===== src/hdl/dfq_pkg.sv =====
// ----------------------------------------------------------------------------
// dfq_pkg
// Shared codes and types of the de-duplicating FIFO queue: command and
// status codes and the result word passed from the sequencer to the top.
// ----------------------------------------------------------------------------
`default_nettype none

package dfq_pkg;

  // Fixed field widths of the channels
  localparam int CMD_W    = 3;
  localparam int STATUS_W = 3;
  localparam int FIELD_W  = 16;

  // Command codes
  localparam logic [CMD_W-1:0] CMD_ENQ   = 3'd0;
  localparam logic [CMD_W-1:0] CMD_DEQ   = 3'd1;
  localparam logic [CMD_W-1:0] CMD_LIST  = 3'd2;
  localparam logic [CMD_W-1:0] CMD_LISTF = 3'd3;
  localparam logic [CMD_W-1:0] CMD_FLUSH = 3'd4;

  // Status codes
  localparam logic [STATUS_W-1:0] ST_OK      = 3'd0;
  localparam logic [STATUS_W-1:0] ST_DUP     = 3'd1;
  localparam logic [STATUS_W-1:0] ST_FULL    = 3'd2;
  localparam logic [STATUS_W-1:0] ST_EMPTY   = 3'd3;
  localparam logic [STATUS_W-1:0] ST_SERVED  = 3'd4;
  localparam logic [STATUS_W-1:0] ST_LISTED  = 3'd5;
  localparam logic [STATUS_W-1:0] ST_DISCARD = 3'd6;

  // One result word
  typedef struct packed {
    logic [STATUS_W-1:0] status;
    logic [FIELD_W-1:0]  value;
    logic                last;
  } res_t;

endpackage

`default_nettype wire


===== src/hdl/dedup_fifo_queue_top.sv =====
// ----------------------------------------------------------------------------
// dedup_fifo_queue_top
// FIFO queue of IDs that refuses duplicates, with list and flush commands.
//
// Input channel (in_valid / in_stall): one word per request, in_cmd and
// in_item_id. The block takes one request at a time; in_stall is high
// from acceptance until the last result of that request has left the
// sequencer. Unknown commands are taken and dropped.
// Result channel (out_valid / out_stall): out_status, out_item_value and
// out_last; out_last marks the final word of each request.
// An enqueue walks the waiting IDs through the single slot read port, one
// compare per cycle, and loads its result word from the response state.
// Dequeue, flush and empty cases load their word from the serve or
// response state. A list loads one word per cycle while the receiver does
// not stall. The next request is taken once the sequencer is back in idle,
// which it enters as the last word loads.
// Reset clears pointers and fill count; the queue is empty afterwards and
// slot contents are left as they are. A stalled receiver holds the output
// register and, through it, the sequencer; no word is lost or repeated.
// ----------------------------------------------------------------------------
`default_nettype none

module dedup_fifo_queue_top import dfq_pkg::*; #(
  parameter int DEPTH   = 16,
  parameter int ID_BITS = 16
) (
  input  wire logic               clk,
  input  wire logic               rst_n,
  input  wire logic               in_valid,
  output logic                    in_stall,
  input  wire logic [CMD_W-1:0]   in_cmd,
  input  wire logic [FIELD_W-1:0] in_item_id,
  output logic                    out_valid,
  input  wire logic               out_stall,
  output logic      [STATUS_W-1:0] out_status,
  output logic      [FIELD_W-1:0] out_item_value,
  output logic                    out_last
);

  localparam int SW = (ID_BITS < FIELD_W) ? ID_BITS : FIELD_W;
  localparam int PW = $clog2(DEPTH);
  localparam int CW = $clog2(DEPTH + 1);

  logic          busy;
  logic          res_valid;
  res_t          res;
  logic          res_stall;
  logic          mem_we;
  logic [PW-1:0] mem_waddr;
  logic [SW-1:0] mem_wdata;
  logic          mem_re;
  logic [PW-1:0] mem_raddr;
  logic [SW-1:0] mem_rdata;
  logic          out_valid_r, out_valid_nxt;
  res_t          out_r;
  logic          load;

  dfq_ctrl #(
    .DEPTH (DEPTH),
    .SW    (SW),
    .PW    (PW),
    .CW    (CW)
  ) u_ctrl (
    .clk        (clk),
    .rst_n      (rst_n),
    .in_valid   (in_valid),
    .in_cmd     (in_cmd),
    .in_item_id (in_item_id),
    .busy       (busy),
    .res_valid  (res_valid),
    .res        (res),
    .res_stall  (res_stall),
    .mem_we     (mem_we),
    .mem_waddr  (mem_waddr),
    .mem_wdata  (mem_wdata),
    .mem_re     (mem_re),
    .mem_raddr  (mem_raddr),
    .mem_rdata  (mem_rdata)
  );

  dfq_mem #(
    .DEPTH (DEPTH),
    .W     (SW),
    .PW    (PW)
  ) u_mem (
    .clk   (clk),
    .we    (mem_we),
    .waddr (mem_waddr),
    .wdata (mem_wdata),
    .re    (mem_re),
    .raddr (mem_raddr),
    .rdata (mem_rdata)
  );

  // Output register: load when empty or being drained
  assign res_stall     = out_valid_r && out_stall;
  assign load          = res_valid && !res_stall;
  assign out_valid_nxt = load || res_stall;

  always_ff @(posedge clk) begin
    if (!rst_n) begin
      out_valid_r <= 1'b0;
    end else begin
      out_valid_r <= out_valid_nxt;
    end
  end

  // Hold the payload while stalled
  always_ff @(posedge clk) begin
    if (load) begin
      out_r <= res;
    end
  end

  assign in_stall       = busy;
  assign out_valid      = out_valid_r;
  assign out_status     = out_r.status;
  assign out_item_value = out_r.value;
  assign out_last       = out_r.last;

endmodule

`default_nettype wire


===== src/hdl/dfq_mem.sv =====
// ----------------------------------------------------------------------------
// dfq_mem
// Slot storage of the queue: one write port, one read port with a
// registered read word that holds until the next read.
// ----------------------------------------------------------------------------
`default_nettype none

module dfq_mem #(
  parameter int DEPTH = 16,
  parameter int W     = 16,
  parameter int PW    = 4
) (
  input  wire logic          clk,
  input  wire logic          we,
  input  wire logic [PW-1:0] waddr,
  input  wire logic [W-1:0]  wdata,
  input  wire logic          re,
  input  wire logic [PW-1:0] raddr,
  output logic      [W-1:0]  rdata
);

  logic [W-1:0] mem [DEPTH];
  logic [W-1:0] rdata_r;

  // Write one slot
  always_ff @(posedge clk) begin
    if (we) begin
      mem[waddr] <= wdata;
    end
  end

  // Read one slot, hold the word until the next read
  always_ff @(posedge clk) begin
    if (re) begin
      rdata_r <= mem[raddr];
    end
  end

  assign rdata = rdata_r;

endmodule

`default_nettype wire


===== src/hdl/dfq_ctrl.sv =====
// ----------------------------------------------------------------------------
// dfq_ctrl
// Sequencer of the queue: keeps the pointers and fill count, walks the
// slots through the single read port with one shared comparator for the
// duplicate search, and streams served or listed words.
// ----------------------------------------------------------------------------
`default_nettype none

module dfq_ctrl import dfq_pkg::*; #(
  parameter int DEPTH = 16,
  parameter int SW    = 16,
  parameter int PW    = 4,
  parameter int CW    = 5
) (
  input  wire logic               clk,
  input  wire logic               rst_n,
  input  wire logic               in_valid,
  input  wire logic [CMD_W-1:0]   in_cmd,
  input  wire logic [FIELD_W-1:0] in_item_id,
  output logic                    busy,
  output logic                    res_valid,
  output res_t                    res,
  input  wire logic               res_stall,
  output logic                    mem_we,
  output logic      [PW-1:0]      mem_waddr,
  output logic      [SW-1:0]      mem_wdata,
  output logic                    mem_re,
  output logic      [PW-1:0]      mem_raddr,
  input  wire logic [SW-1:0]      mem_rdata
);

  typedef enum logic [4:0] {
    S_IDLE  = 5'b00001,
    S_SCAN  = 5'b00010,
    S_LIST  = 5'b00100,
    S_SERVE = 5'b01000,
    S_RESP  = 5'b10000
  } state_t;

  state_t             state_r, state_nxt;
  logic [PW-1:0]      head_r, head_nxt;
  logic [PW-1:0]      tail_r, tail_nxt;
  logic [PW-1:0]      walk_r, walk_nxt;
  logic [CW-1:0]      fill_r, fill_nxt;
  logic [CW-1:0]      cnt_r, cnt_nxt;
  logic [SW-1:0]      id_r, id_nxt;
  logic               flush_r, flush_nxt;
  logic               pend_r, pend_nxt;
  logic [STATUS_W-1:0] rstat_r, rstat_nxt;
  logic               hit;

  function automatic logic [PW-1:0] wrap_inc(input logic [PW-1:0] p);
    return (p == PW'(DEPTH - 1)) ? '0 : p + PW'(1);
  endfunction

  // Shared comparator: the word read last cycle against the ID on hand
  assign hit = pend_r && (mem_rdata == id_r);

  // Sequencer
  always_comb begin
    state_nxt = state_r;
    head_nxt  = head_r;
    tail_nxt  = tail_r;
    walk_nxt  = walk_r;
    fill_nxt  = fill_r;
    cnt_nxt   = cnt_r;
    id_nxt    = id_r;
    flush_nxt = flush_r;
    pend_nxt  = pend_r;
    rstat_nxt = rstat_r;
    mem_we    = 1'b0;
    mem_waddr = tail_r;
    mem_wdata = id_r;
    mem_re    = 1'b0;
    mem_raddr = walk_r;

    unique case (state_r)
      S_IDLE: begin
        if (in_valid) begin
          id_nxt = in_item_id[SW-1:0];
          unique case (in_cmd)
            CMD_ENQ: begin
              // start the duplicate search at the oldest slot
              cnt_nxt   = '0;
              walk_nxt  = head_r;
              pend_nxt  = 1'b0;
              state_nxt = S_SCAN;
            end
            CMD_DEQ: begin
              if (fill_r == '0) begin
                rstat_nxt = ST_EMPTY;
                state_nxt = S_RESP;
              end else begin
                mem_re    = 1'b1;
                mem_raddr = head_r;
                state_nxt = S_SERVE;
              end
            end
            CMD_LIST, CMD_LISTF: begin
              flush_nxt = (in_cmd == CMD_LISTF);
              if (fill_r == '0) begin
                rstat_nxt = ST_EMPTY;
                state_nxt = S_RESP;
                if (in_cmd == CMD_LISTF) begin
                  head_nxt = '0;
                  tail_nxt = '0;
                end
              end else begin
                mem_re    = 1'b1;
                mem_raddr = head_r;
                walk_nxt  = wrap_inc(head_r);
                cnt_nxt   = '0;
                state_nxt = S_LIST;
              end
            end
            CMD_FLUSH: begin
              rstat_nxt = (fill_r != '0) ? ST_DISCARD : ST_OK;
              head_nxt  = '0;
              tail_nxt  = '0;
              fill_nxt  = '0;
              state_nxt = S_RESP;
            end
            default: ;  // unknown command: drop
          endcase
        end
      end

      S_SCAN: begin
        if (hit) begin
          rstat_nxt = ST_DUP;
          state_nxt = S_RESP;
        end else if ((cnt_r == fill_r) && !pend_r) begin
          // search done without a match
          if (fill_r == CW'(DEPTH)) begin
            rstat_nxt = ST_FULL;
          end else begin
            mem_we    = 1'b1;
            tail_nxt  = wrap_inc(tail_r);
            fill_nxt  = fill_r + CW'(1);
            rstat_nxt = ST_OK;
          end
          state_nxt = S_RESP;
        end else begin
          // issue the next read while the previous word is compared
          pend_nxt = (cnt_r != fill_r);
          if (cnt_r != fill_r) begin
            mem_re   = 1'b1;
            walk_nxt = wrap_inc(walk_r);
            cnt_nxt  = cnt_r + CW'(1);
          end
        end
      end

      S_LIST: begin
        if (!res_stall) begin
          if (cnt_r == fill_r - CW'(1)) begin
            if (flush_r) begin
              head_nxt = '0;
              tail_nxt = '0;
              fill_nxt = '0;
            end
            state_nxt = S_IDLE;
          end else begin
            mem_re   = 1'b1;
            walk_nxt = wrap_inc(walk_r);
            cnt_nxt  = cnt_r + CW'(1);
          end
        end
      end

      S_SERVE: begin
        if (!res_stall) begin
          head_nxt  = wrap_inc(head_r);
          fill_nxt  = fill_r - CW'(1);
          state_nxt = S_IDLE;
        end
      end

      S_RESP: begin
        if (!res_stall) begin
          state_nxt = S_IDLE;
        end
      end

      default: state_nxt = S_IDLE;
    endcase
  end

  // Control registers
  always_ff @(posedge clk) begin
    if (!rst_n) begin
      state_r <= S_IDLE;
      head_r  <= '0;
      tail_r  <= '0;
      fill_r  <= '0;
      pend_r  <= 1'b0;
    end else begin
      state_r <= state_nxt;
      head_r  <= head_nxt;
      tail_r  <= tail_nxt;
      fill_r  <= fill_nxt;
      pend_r  <= pend_nxt;
    end
  end

  // Working registers
  always_ff @(posedge clk) begin
    walk_r  <= walk_nxt;
    cnt_r   <= cnt_nxt;
    id_r    <= id_nxt;
    flush_r <= flush_nxt;
    rstat_r <= rstat_nxt;
  end

  // Result word toward the output register
  always_comb begin
    res_valid  = 1'b0;
    res.status = rstat_r;
    res.value  = '0;
    res.last   = 1'b1;
    unique case (state_r)
      S_LIST: begin
        res_valid  = 1'b1;
        res.status = ST_LISTED;
        res.value  = FIELD_W'(mem_rdata);
        res.last   = (cnt_r == fill_r - CW'(1));
      end
      S_SERVE: begin
        res_valid  = 1'b1;
        res.status = ST_SERVED;
        res.value  = FIELD_W'(mem_rdata);
      end
      S_RESP: begin
        res_valid = 1'b1;
      end
      default: ;
    endcase
  end

  assign busy = (state_r != S_IDLE);

endmodule

`default_nettype wire

===== config.mk =====
export PLATFORM = sky130hd
export DESIGN_NAME = dedup_fifo_queue_top
export DESIGN_NICKNAME = d
export VERILOG_FILES = /design/src/hdl/dfq_pkg.sv /design/src/hdl/dedup_fifo_queue_top.sv /design/src/hdl/dfq_mem.sv /design/src/hdl/dfq_ctrl.sv
export SDC_FILE = /design/constraint.sdc
export NUM_CORES = 1
export LEC_CHECK = 0
export BUFFER_PORTS_ARGS = -buffer_cell sky130_fd_sc_hd__buf_2
export CAP_MARGIN = 25
export CELL_PAD_IN_SITES_DETAIL_PLACEMENT = 1
export CELL_PAD_IN_SITES_GLOBAL_PLACEMENT = 2
export CORE_UTILIZATION = 44
export DETAILED_ROUTE_END_ITERATION = 12
export PLACE_DENSITY = 0.77
export SLEW_MARGIN = 10
export SYNTH_ARGS = -nofsm -noshare
export SYNTH_HDL_FRONTEND = slang
export SYNTH_SLANG_ARGS = --single-unit

===== constraint.sdc =====
create_clock -name clk -period 3.9 [get_ports clk]
set_input_delay 0.585 -clock clk [delete_from_list [all_inputs] [get_ports clk]]
set_output_delay 0.585 -clock clk [all_outputs]
set_load 0.1 [all_outputs]

==> metrics.yaml <==
floorplanning:
  core_mm2: 0.0318
  die_w_um: 182
  die_h_um: 182
  start_util_pct: 45.0
  row_count: 65
  die_area_mm2: 0.0332
  num_io_pins: 45
logic_synthesis:
  netlist_instances: 1128
  synth_compound_area_share_pct: 8.12
  synth.avg_cell_area_um2: 12.7
  yosysTopAreaCellShare_pct: 67.4
  ys_seq_elements: 341
  muxShareOfSynthArea_pct: 0.980
  yosysWarnings: 0
  yosys.area_share.adder_pct: 0.787
  synth_top_family_by_area: "simple AND/OR/NAND/NOR gates"
  synthMostInstantiatedCell: "edfxtp_1"
  synth_nets: 1160
  synth_sequential_area_ratio_pct: 70.2
  synthTopCellsByArea: "edfxtp_1 (67%), nand2_1 (6.8%), a21oi_1 (2.9%)"
  synth_edf_count: 321
  syn_area_mm2: 0.0143
  synthSimpleGateAreaFrac_pct: 15.1
  synthDistinctLibCells: 61
  synth_async_sr_flop_share_pct: 0
  yosysTopAreaCell: "edfxtp_1"
  synth_common_cells: "edfxtp_1 (321), nand2_1 (259), a21oi_1 (84), nand3_1 (70), nor2_1 (44)"
  synth_ff_type: "edfxtp_1"
  synth_xor_area_share_pct: 1.96
worst_setup_path:
  cp.required_ns: 4.15
  r2r_setup_slack_ns: 0.46
  cp.depth: 9
  critPathKind: "flip-flop to flip-flop"
  crit_family: "simple AND/OR/NAND/NOR gates"
  reg2reg_depth: 9
  max_stage_delay_ns: 0.56
  cp_max_fo: 46
  cp_slowest_cell: "mux2_4"
  critPathCaptureType: "flip-flop"
  critPathLaunch: "u_ctrl.fill_r[0]"
  startpoint_type: "flip-flop"
  path_cells: "inv_1 -> ha_1 -> nor4b_4 -> nor4bb_4 -> mux2_4 -> buf_4 -> and2_1 -> a211oi_1 -> o311ai_1"
  setup.worst_path.end: "u_mem.rdata[7]"
  arrival_ns: 3.70
  rr_endpoint: "u_mem.rdata[7]"
  cp_num_buf_inv: 2
  rr_startpoint: "u_ctrl.fill_r[0]"
sta:
  hold_viol_final: 0
  tightest_slew_ns: 0.746
  period_needed_ns: 3.44
  rsz0062_at_grt: "false"
  skew_ns: 0.0114
  setup_viol: 0
  worst_slack_ns: 0.456
  max_freq_mhz: 290
  slew_violations: 0
  fin_setup_tns_ns: 0
  slew_headroom_pct: 49.9
  finalCritPeriodShare_pct: 88.3
  holdWs_ns: 0.237
clocking:
  h-tree-depth: 2
  post_cts_buffers: 0
  cts.repair.resized: 0
  ctsRootBufferMaster: "clkbuf_16"
  cts_max_path_buffers: 3
  ctsHoldBuffers: 0
  cts_tree: "done"
  cts_sinks: 341
  clk_latency_ns: 0.52
  cts_inserted_buffers: 38
  clk_pin_slew_ns: 0.06
placed_design:
  dpl_cell_area_mm2: 0.0153
  gp_congestion: 0.820
  dp_slack_ns: 0.509
  io_buffers: 44
  place_hpwl_um: 24400
routing:
  via_per_inst: 5.62
  wl_per_cell_um: 23.0
  vias: 9371
  final_antenna_net_count: 0
  drc: 0
  drt_first_pass_iters: 5
  drtIter0Drc: 893
  routed_wl_um: 38400
grt:
  grt_pass1_wl_um: 58100
  grt_overflow: 0
  grt_antenna_before_repair: 0
  grt_max_degree: 72
  grt_util_all_layers_pct: 23.5
  first_global_vias: 9528
hold_path:
  hold_depth: 1
  min_path_type: "input pin to flip-flop"
finish:
  diodes: 0
  layout.nets: 1238
  layout-drive-gt1-share_pct: 14.0
  design_area_mm2: 0.0165
  fillers: 3238
  area_delta_synth_final_pct: 15.1
power:
  finalPower_uw: 8440
  vdd_ir_drop_max_uv: 360
  leakage_uw: 0.00569
  p_per_area_mw_per_mm2: 513
run:
  maxCapViolCount: 0
status:
  status: "finished clean"
cells by family after synthesis:
| kind of cell | count (synthesis) |
|---|---|
| mux | 13 |
| flops | 341 |
| simple gates | 474 |
| xor+xnor | 32 |
| compound gates | 185 |
| fa+ha+maj | 9 |
| buf+inv | 74 |
per-layer routing:
metal	vias to the layer above	track usage, %	part of all wire (%)
li1	4303	-	-
met3	53	3.75	6.0
met4	0	5.78	1.9
met2	247	36.0	45
met1	4768	35.0	47
met5	-	0	0
placed cells by master, fill, tap and decap left out, types with 7 or more instances in the layout:
master and instances:
ha_1 9, a32oi_1 9, o311ai_1 16, nor3_1 10
clkbuf_16 39, xnor2_1 25, nor2_1 40, xor2_1 7
clkbuf_1 9, and3_1 12, edfxtp_1 321, inv_1 11
a211oi_1 15, a21oi_1 83, nand2_1 259, clkinv_1 9
o21ai_0 13, nand3_1 70, mux2i_1 7, buf_4 50
nor2b_1 22, a31oi_1 21, and2_1 14, buf_2 44
dfxtp_1 20, nand4_1 13
registers in the layout (all words and copies together) (netlist names), 3 cells and up:
register,flops
u_mem.mem,256
out_item_value,16
u_ctrl.mem_wdata,16
u_mem.rdata,16
u_ctrl.cnt_r,5
u_ctrl.fill_r,5
u_ctrl.state_r,5
u_ctrl.head_r,4
u_ctrl.mem_waddr,4
u_ctrl.walk_r,4
out_status,3
u_ctrl.rstat_r,3
report_power, final:
group | switching [uW] | internal (uW)
Clock | 1400 | 2090
Sequential | 66.3 | 4120
Combinational | 524 | 232
Total | 1990 | 6450
how the worst min path moves through the flow:
stage,from,end
after global placement,u_ctrl.rstat_r[2],out_status[2]
after detailed placement,u_ctrl.rstat_r[2],out_status[2]
after CTS,in_item_id[13],u_ctrl.mem_wdata[13]
after global routing,in_item_id[9],u_ctrl.mem_wdata[9]
after floorplan,u_ctrl.rstat_r[2],out_status[2]
final,in_item_id[5],u_ctrl.mem_wdata[5]
per-stage QoR:
stage | cells | util [%]
2_1_floorplan | 1128 | -
3_3_place_gp | 1599 | 47.9
3_5_place_dp | 1600 | 48.0
4_1_cts | 1666 | 51.7
5_1_grt | 1667 | 51.8
6_report | 1667 | 51.8
cell type report:
class	instances	area [um2]	share of cell area, %
flip-flops and latches	341	10000	61.0
multi-input cells	713	3930	23.8
clock buffers	48	1010	6.13
repair buffers	100	707	4.29
well taps	435	544	3.31
clock inverters	18	190	1.16
inverters	12	45.0	0.274
No activity file was read; power rests on OpenSTA's default activity.
